<file path="config.mk">
export PLATFORM = sky130hd
export DESIGN_NAME = partition_fit_allocator
export DESIGN_NICKNAME = d
export VERILOG_FILES = /design/src/sv/pfa_pkg.sv /design/src/sv/pfa_table.sv /design/src/sv/pfa_select.sv /design/src/sv/partition_fit_allocator.sv
export SDC_FILE = /design/constraint.sdc
export NUM_CORES = 2
export LEC_CHECK = 0
export CORE_MARGIN = 8
export CORE_UTILIZATION = 63
export DETAILED_ROUTE_END_ITERATION = 12
export DONT_BUFFER_PORTS = 1
export GPL_ROUTABILITY_DRIVEN = 0
export PLACE_DENSITY_LB_ADDON = 0.1
export SYNTH_ARGS = -nofsm -noshare
export SYNTH_HDL_FRONTEND = slang
export SYNTH_SLANG_ARGS = --single-unit
</file>
<file path="constraint.sdc">
create_clock -name aclk -period 9.5 [get_ports aclk]
set_clock_uncertainty 0.05 [all_clocks]
set_input_delay 0.95 -clock aclk [delete_from_list [all_inputs] [get_ports aclk]]
set_output_delay 0.95 -clock aclk [all_outputs]
set_load 0.02 [all_outputs]
</file>
<file path="src/sv/pfa_pkg.sv">
package pfa_pkg;

    // table geometry
    localparam int NUM_PARTITIONS  = 128;
    localparam int SIZE_BITS       = 16;
    localparam int ADDR_BITS       = (NUM_PARTITIONS > 1) ? $clog2(NUM_PARTITIONS) : 1;

    // fixed field widths of the request and result
    localparam int IDX_FIELD_BITS  = 7;
    localparam int SIZE_FIELD_BITS = 16;
    localparam int CMP_BITS        = (SIZE_BITS > SIZE_FIELD_BITS) ? SIZE_BITS : SIZE_FIELD_BITS;

    // request kinds
    localparam logic KIND_LOAD  = 1'b0;
    localparam logic KIND_ALLOC = 1'b1;

    // placement policies, code 3 means nothing and fails
    localparam logic [1:0] POL_FIRST = 2'd0;
    localparam logic [1:0] POL_BEST  = 2'd1;
    localparam logic [1:0] POL_WORST = 2'd2;

    typedef logic [ADDR_BITS-1:0] addr_t;
    typedef logic [SIZE_BITS-1:0] size_t;

    typedef struct packed {
        logic                       kind;
        logic [1:0]                 policy;
        logic [IDX_FIELD_BITS-1:0]  entry_index;
        logic [SIZE_FIELD_BITS-1:0] entry_size;
        logic [SIZE_FIELD_BITS-1:0] request_size;
    } in_item_t;

    typedef struct packed {
        logic                       granted;
        logic [IDX_FIELD_BITS-1:0]  granted_index;
        logic [SIZE_FIELD_BITS-1:0] granted_size;
    } out_item_t;

    // one stored partition
    typedef struct packed {
        logic  taken;
        size_t size;
    } word_t;

    // one entry returned by the scan
    typedef struct packed {
        logic  vld;
        logic  taken;
        addr_t index;
        size_t size;
    } entry_t;

    // running choice of the scan
    typedef struct packed {
        logic  found;
        addr_t index;
        size_t size;
    } pick_t;

    typedef enum logic [1:0] {
        ST_IDLE,
        ST_SCAN,
        ST_DONE
    } state_t;

endpackage

</file>
<file path="src/sv/pfa_table.sv">
module pfa_table
    import pfa_pkg::*;
(
    input  logic  aclk,
    input  logic  aresetn,
    input  logic  wr_en,
    input  addr_t wr_addr,
    input  word_t wr_data,
    input  logic  rd_en,
    input  addr_t rd_addr,
    output word_t rd_data
);

    word_t                    mem [NUM_PARTITIONS];
    logic [NUM_PARTITIONS-1:0] written_reg;
    word_t                    rd_word_reg;
    logic                     rd_hit_reg;

    always_ff @(posedge aclk) begin
        if (wr_en) begin
            mem[wr_addr] <= wr_data;
        end
        if (rd_en) begin
            rd_word_reg <= mem[rd_addr];
        end
    end

    // written marks stand in for the all-zero reset of the table
    always_ff @(posedge aclk) begin
        if (!aresetn) begin
            written_reg <= '0;
            rd_hit_reg  <= 1'b0;
        end else begin
            if (wr_en) begin
                written_reg[wr_addr] <= 1'b1;
            end
            if (rd_en) begin
                rd_hit_reg <= written_reg[rd_addr];
            end
        end
    end

    assign rd_data = rd_hit_reg ? rd_word_reg : '0;

endmodule

</file>
<file path="src/sv/pfa_select.sv">
module pfa_select
    import pfa_pkg::*;
(
    input  logic                       aclk,
    input  logic                       aresetn,
    input  logic                       start,
    input  logic [1:0]                 policy,
    input  logic [SIZE_FIELD_BITS-1:0] request_size,
    input  entry_t                     entry,
    output pick_t                      pick
);

    pick_t pick_reg;
    pick_t pick_next;
    logic  fits;
    logic  better;

    always_comb begin
        fits = entry.vld && !entry.taken
            && (CMP_BITS'(entry.size) >= CMP_BITS'(request_size));
        better = 1'b0;
        if (!pick_reg.found) begin
            better = 1'b1;
        end else begin
            case (policy)
                POL_BEST:  better = entry.size < pick_reg.size;
                POL_WORST: better = entry.size > pick_reg.size;
                default:   better = 1'b0;
            endcase
        end
    end

    always_comb begin
        pick_next = pick_reg;
        if (start) begin
            pick_next = '0;
        end else if (fits && better) begin
            pick_next.found = 1'b1;
            pick_next.index = entry.index;
            pick_next.size  = entry.size;
        end
    end

    always_ff @(posedge aclk) begin
        if (!aresetn) begin
            pick_reg <= '0;
        end else begin
            pick_reg <= pick_next;
        end
    end

    assign pick = pick_reg;

endmodule

</file>
<file path="src/sv/partition_fit_allocator.sv">
// channel  | direction | ports                      | content
// request  | in        | s_valid, s_ready, s_data   | load size or allocate request
// result   | out       | m_valid, m_ready, m_data   | one per allocate request
//
// a load request writes the table directly
// an allocate result follows a scan: after acceptance, one table read per partition goes
// through the single read port, each read word is registered in the table and folded into
// the select register, then the select cycle loads the result; the next request waits for idle
// reset clears the written marks at once, so no clearing pass is needed
// a waiting result does not block loads; an allocate holds in its select cycle
// until the output register is free
module partition_fit_allocator
    import pfa_pkg::*;
(
    input  logic      aclk,
    input  logic      aresetn,
    input  logic      s_valid,
    output logic      s_ready,
    input  in_item_t  s_data,
    output logic      m_valid,
    input  logic      m_ready,
    output out_item_t m_data
);

    localparam addr_t LAST_ADDR = ADDR_BITS'(NUM_PARTITIONS - 1);

    state_t    state_reg, state_next;
    logic      issuing_reg, issuing_next;
    addr_t     scan_addr_reg, scan_addr_next;
    logic      rd_pend_reg, rd_last_reg;
    addr_t     rd_idx_reg;
    logic [1:0] policy_reg;
    logic [SIZE_FIELD_BITS-1:0] req_reg;
    logic      m_valid_reg, m_valid_next;
    out_item_t m_data_reg;

    logic      accept;
    logic      load_in_range;
    logic      out_free;
    logic      issue;
    logic      sel_start;
    logic      out_load;
    logic      wr_en;
    addr_t     wr_addr;
    word_t     wr_data;
    word_t     rd_data;
    entry_t    entry;
    pick_t     pick;

    assign accept        = s_valid && s_ready;
    assign load_in_range = 32'(s_data.entry_index) < NUM_PARTITIONS;
    assign out_free      = !m_valid_reg || m_ready;

    // next state
    always_comb begin
        state_next = state_reg;
        case (state_reg)
            ST_IDLE: begin
                if (accept && s_data.kind == KIND_ALLOC) begin
                    // unused policy code skips the scan and fails
                    if (s_data.policy == POL_FIRST || s_data.policy == POL_BEST
                        || s_data.policy == POL_WORST) begin
                        state_next = ST_SCAN;
                    end else begin
                        state_next = ST_DONE;
                    end
                end
            end
            ST_SCAN: begin
                if (rd_pend_reg && rd_last_reg) begin
                    state_next = ST_DONE;
                end
            end
            ST_DONE: begin
                if (out_free) begin
                    state_next = ST_IDLE;
                end
            end
            default: state_next = ST_IDLE;
        endcase
    end

    // outputs of the control
    always_comb begin
        s_ready   = 1'b0;
        sel_start = 1'b0;
        issue     = 1'b0;
        out_load  = 1'b0;
        wr_en     = 1'b0;
        wr_addr   = ADDR_BITS'(s_data.entry_index);
        wr_data   = '{taken: 1'b0, size: SIZE_BITS'(s_data.entry_size)};
        case (state_reg)
            ST_IDLE: begin
                s_ready   = 1'b1;
                sel_start = accept && s_data.kind == KIND_ALLOC;
                // load writes size and clears the taken mark
                wr_en     = accept && s_data.kind == KIND_LOAD && load_in_range;
            end
            ST_SCAN: begin
                issue = issuing_reg;
            end
            ST_DONE: begin
                out_load = out_free;
                // mark the winner taken once the scan is over
                wr_en    = out_free && pick.found;
                wr_addr  = pick.index;
                wr_data  = '{taken: 1'b1, size: pick.size};
            end
            default: begin
                s_ready = 1'b0;
            end
        endcase
    end

    // scan address sequencing, only when a real scan follows
    always_comb begin
        issuing_next   = issuing_reg;
        scan_addr_next = scan_addr_reg;
        if (sel_start && state_next == ST_SCAN) begin
            issuing_next   = 1'b1;
            scan_addr_next = '0;
        end else if (issue) begin
            if (scan_addr_reg == LAST_ADDR) begin
                issuing_next = 1'b0;
            end else begin
                scan_addr_next = scan_addr_reg + 1'b1;
            end
        end
    end

    // output register
    always_comb begin
        m_valid_next = m_valid_reg;
        if (out_load) begin
            m_valid_next = 1'b1;
        end else if (m_ready) begin
            m_valid_next = 1'b0;
        end
    end

    always_ff @(posedge aclk) begin
        if (!aresetn) begin
            state_reg     <= ST_IDLE;
            issuing_reg   <= 1'b0;
            scan_addr_reg <= '0;
            rd_pend_reg   <= 1'b0;
            rd_last_reg   <= 1'b0;
            m_valid_reg   <= 1'b0;
        end else begin
            state_reg     <= state_next;
            issuing_reg   <= issuing_next;
            scan_addr_reg <= scan_addr_next;
            rd_pend_reg   <= issue;
            rd_last_reg   <= issue && scan_addr_reg == LAST_ADDR;
            m_valid_reg   <= m_valid_next;
        end
    end

    // payload registers
    always_ff @(posedge aclk) begin
        rd_idx_reg <= scan_addr_reg;
        if (sel_start) begin
            policy_reg <= s_data.policy;
            req_reg    <= s_data.request_size;
        end
        if (out_load) begin
            m_data_reg.granted       <= pick.found;
            m_data_reg.granted_index <= pick.found ? IDX_FIELD_BITS'(pick.index) : '0;
            m_data_reg.granted_size  <= pick.found ? SIZE_FIELD_BITS'(pick.size) : '0;
        end
    end

    pfa_table u_table (
        .aclk    (aclk),
        .aresetn (aresetn),
        .wr_en   (wr_en),
        .wr_addr (wr_addr),
        .wr_data (wr_data),
        .rd_en   (issue),
        .rd_addr (scan_addr_reg),
        .rd_data (rd_data)
    );

    assign entry = '{vld: rd_pend_reg, taken: rd_data.taken, index: rd_idx_reg,
                     size: rd_data.size};

    pfa_select u_select (
        .aclk         (aclk),
        .aresetn      (aresetn),
        .start        (sel_start),
        .policy       (policy_reg),
        .request_size (req_reg),
        .entry        (entry),
        .pick         (pick)
    );

    assign m_valid = m_valid_reg;
    assign m_data  = m_data_reg;

`ifndef SYNTHESIS
    // a result only appears out of the select cycle
    a_result_from_done: assert property (@(posedge aclk) disable iff (!aresetn)
        $rose(m_valid) |-> $past(state_reg == ST_DONE))
        else $error("result raised outside select cycle");

    // failed request reports all-zero fields
    a_fail_zero: assert property (@(posedge aclk) disable iff (!aresetn)
        (m_valid && !m_data.granted) |->
            (m_data.granted_index == '0 && m_data.granted_size == '0))
        else $error("failure result carries nonzero fields");

    // scan reads never collide with a table write
    a_no_rw_overlap: assert property (@(posedge aclk) disable iff (!aresetn)
        !(issue && wr_en))
        else $error("table read and write in the same cycle");

    // no read is still outstanding when the winner is chosen
    a_done_drained: assert property (@(posedge aclk) disable iff (!aresetn)
        (state_reg == ST_DONE) |-> (!issuing_reg && !rd_pend_reg))
        else $error("select cycle with scan still running");
`endif

endmodule
</file>
==> impl_metrics.json <==
{
  "postLayoutSetupSlackWorst_ns": 4.37,
  "regToRegStartpoint": "scan_addr_reg[0]",
  "postCtsSetupBuffers": 0,
  "drcViolationCount": 0,
  "vdd_ir_drop_max_mv": 0.175,
  "final_cell_count_no_fill": 6423,
  "ratio_of_final_minimum_period_to_clock_period_pct": 54.0,
  "floorplan.die.height_um": 399,
  "setup.worst_path.start": "scan_addr_reg[0]",
  "timing.setup.tns_ns": 0,
  "end_kind": "register",
  "cts-resized-gates": 0,
  "outcome": "complete, but fails checks",
  "global_route_wire_length_before_repair_mm": 321,
  "slew_margin_rel_pct": 0.0945,
  "later_pin_clock_latency_in_the_skew_report_ns": 0.83,
  "destination_of_the_critical_timing_path": "u_table.rd_word_reg[11]",
  "via_count_of_the_first_global_routing_pass": 44100,
  "max_reg_flops": 2176,
  "max_freq_mhz": 195,
  "mappedNetlistArea_mm2": 0.0926,
  "syn-num-nets": 4215,
  "ys_ff_latch": 2408,
  "port-buffer-count": 0,
  "via_count": 44300,
  "avgRoutedWirePerCell_um": 35.2,
  "power-per-cell-area_mw_per_mm2": 201,
  "post-dp-hpwl_mm": 127,
  "worstSetupStartpointType": "register",
  "grt_overflow_total": 0,
  "final_antenna_net_count": 0,
  "worst_r2r_endpoint": "u_table.rd_word_reg[11]",
  "setup_viol": 0,
  "leakage_power_uw": 0.0308,
  "violations": "max-capacitance violations",
  "cell_at_the_root_of_the_clock_tree": "clkbuf_16",
  "placement.setup.worst_slack_ns": 4.33,
  "syn-mean-instance-area_um2": 22.4,
  "post_dp_cell_area_mm2": 0.0960,
  "grt_start_max_net_pins": 147,
  "worstPathRequired_ns": 9.95,
  "synthesis.instances": 4137,
  "antenna_found_initial": 10,
  "number_of_fillers_in_the_final_layout": 8547,
  "r2r_cells": 6,
  "row_count": 140,
  "timing.final.max_slew_violations": 0,
  "multi_input_area_mm2": 0.0216,
  "min_from": "s_data[8]",
  "detailed_router_iteration_count_before_antenna_repair": 6,
  "avgViaCountPerCell": 6.89,
  "area.sequential_mm2": 0.0706,
  "finalNetCount": 4381,
  "cts_hold_buffers": 0,
  "min-delay-path-class": "in2reg",
  "fp.coreArea_mm2": 0.146,
  "top_level_ports": 72,
  "tritoncts": "built",
  "finish.instance_area_mm2": 0.103,
  "cts_sinks": 2408,
  "area.growth.synth_to_final_pct": 11.5,
  "grt_setup_unrepaired": "false",
  "yosysSeqAreaShare_pct": 76.2,
  "ctsLongestPathBuffers": 3,
  "cts_inserted_buffers": 226,
  "final_layout_size_suffix_gt1_share_pct": 30.0,
  "die-width_um": 399,
  "post-route-util_pct": 70.8,
  "r2r_setup_slack_ns": 4.37,
  "ys_types": 52,
  "clkTransAtPathRegs_ns": 0.06,
  "worst_ep_arrival_time_ns": 5.58,
  "cp_max_fo": 91,
  "ys_warn_count": 0,
  "synth-edff-count": 2235,
  "period_minus_slack_ns": 5.13,
  "fraction_of_registers_with_async_set_reset_pct": 0,
  "hold_viol_final": 0,
  "totalWireLength_mm": 226,
  "start_util_pct": 63.5,
  "top_ff_cell_synth": "edfxtp_1",
  "detailedRoute.firstIterationViolations": 5460,
  "placed_cells": 5992,
  "grt_use_total_pct": 28.6,
  "drv.max_cap_violation_count": 1,
  "htree_num_levels": 4,
  "worst-setup-path-type": "reg2reg",
  "die_area_mm2": 0.160,
  "worst_pin_slew_ns": 1.46
}
==> worst max-delay path, cell delays in order, from the launching register on <==
cell      delay [ns]
dfxtp_4         0.69
buf_12          0.63
buf_4           0.81
mux4_2          0.61
mux4_2          0.56
mux2i_1         1.08
a221oi_1        0.18
==> Yosys cell counts, types with 32 or more instances <==
library cell	count	area share, %
and2_1	39	0.26
buf_2	69	0.37
clkbuf_1	114	0.46
dfxtp_1	173	3.7
edfxtp_1	2235	72
ha_1	32	0.43
inv_1	34	0.14
mux2_2	34	0.41
mux2i_1	84	0.91
mux4_2	704	17
nand2_1	118	0.48
nor2_1	147	0.60
o21a_1	130	1.1
==> layout by cell type, fill, tap and decap left out, drive strengths merged, types with 3 or more instances in the layout <==
master | Yosys | routed
nor2b | 7 | 7
o31ai | 3 | 3
xor2 | 4 | 4
o21a | 130 | 130
clkinv | 1 | 83
a21oi | 18 | 18
and2 | 39 | 39
nand3 | 15 | 15
a21o | 5 | 5
o21ai | 30 | 30
nor3 | 8 | 8
mux4 | 704 | 704
clkbuf | 114 | 319
clkinvlp | 0 | 3
or3 | 5 | 5
bufinv | 0 | 15
diode | 0 | 8
o221ai | 3 | 3
nand3b | 15 | 15
mux2i | 84 | 84
nor2 | 147 | 147
nand2b | 3 | 3
a211oi | 3 | 3
o211ai | 3 | 3
dfxtp | 173 | 173
ha | 32 | 32
inv | 34 | 38
mux2 | 34 | 34
a221oi | 15 | 15
buf | 108 | 160
nand2 | 118 | 118
o22ai | 21 | 21
nand4 | 6 | 6
edfxtp | 2235 | 2235
==> area by class of cell <==
type	instances	area share, %
flip-flops and latches	2408	68.4
multi-input cells	1472	20.9
clock buffers	319	6.13
well taps	1917	2.32
repair buffers	160	1.24
clock inverters	104	0.846
inverters	35	0.130
diodes	8	0.0194
==> cell families (layout without fill, tap and decap cells) <==
family                     after synthesis  after routing  synth area share (%)
AOI/OAI and AO/OA                      245            245                  1.87
xor gates and xnor gates                 5              5                0.0473
adders and majority gates               32             32                 0.432
buffers and inverters                  257            618                  1.22
DFF                                   2408           2408                  76.2
muxes                                  822            822                  18.4
other                                    0              8                     0
and+or+nand+nor                        368            368                  1.77
==> report_power, final <==
part	switching (uW)	total (uW)	internal, uW
sequential	9.31	11600	11600
clock	3760	8770	5010
combinational	271	357	85.7
==> worst min-delay path by stage <==
stage | endpoint | slack [ns] | depth (start not counted)
5_1_grt | req_reg[0] | 0.13 | 0
3_5_place_dp | u_select.pick[19] | 0.39 | 2
2_1_floorplan | rd_idx_reg[2] | 0.28 | 0
6_report | req_reg[8] | 0.18 | 0
3_3_place_gp | u_select.pick[17] | 0.38 | 2
4_1_cts | req_reg[0] | 0.11 | 0
==> through the flow <==
stage	power (uW)	hold slack, ns
global placement	12200	0.377
CTS	20800	0.112
finish	20700	0.175
global route	21200	0.130
floorplan	12100	0.276
detailed placement	12200	0.386
==> routing by layer <==
layer | global-route usage (%) | up-vias | wire [um]
li1 | - | 17700 | -
met1 | 41.5 | 23600 | 87800
met5 | 0 | - | 0
met2 | 44.2 | 2471 | 107000
met4 | 9.76 | 0 | 8750
met3 | 6.00 | 418 | 22300
No activity file was read; power rests on OpenSTA's default activity.
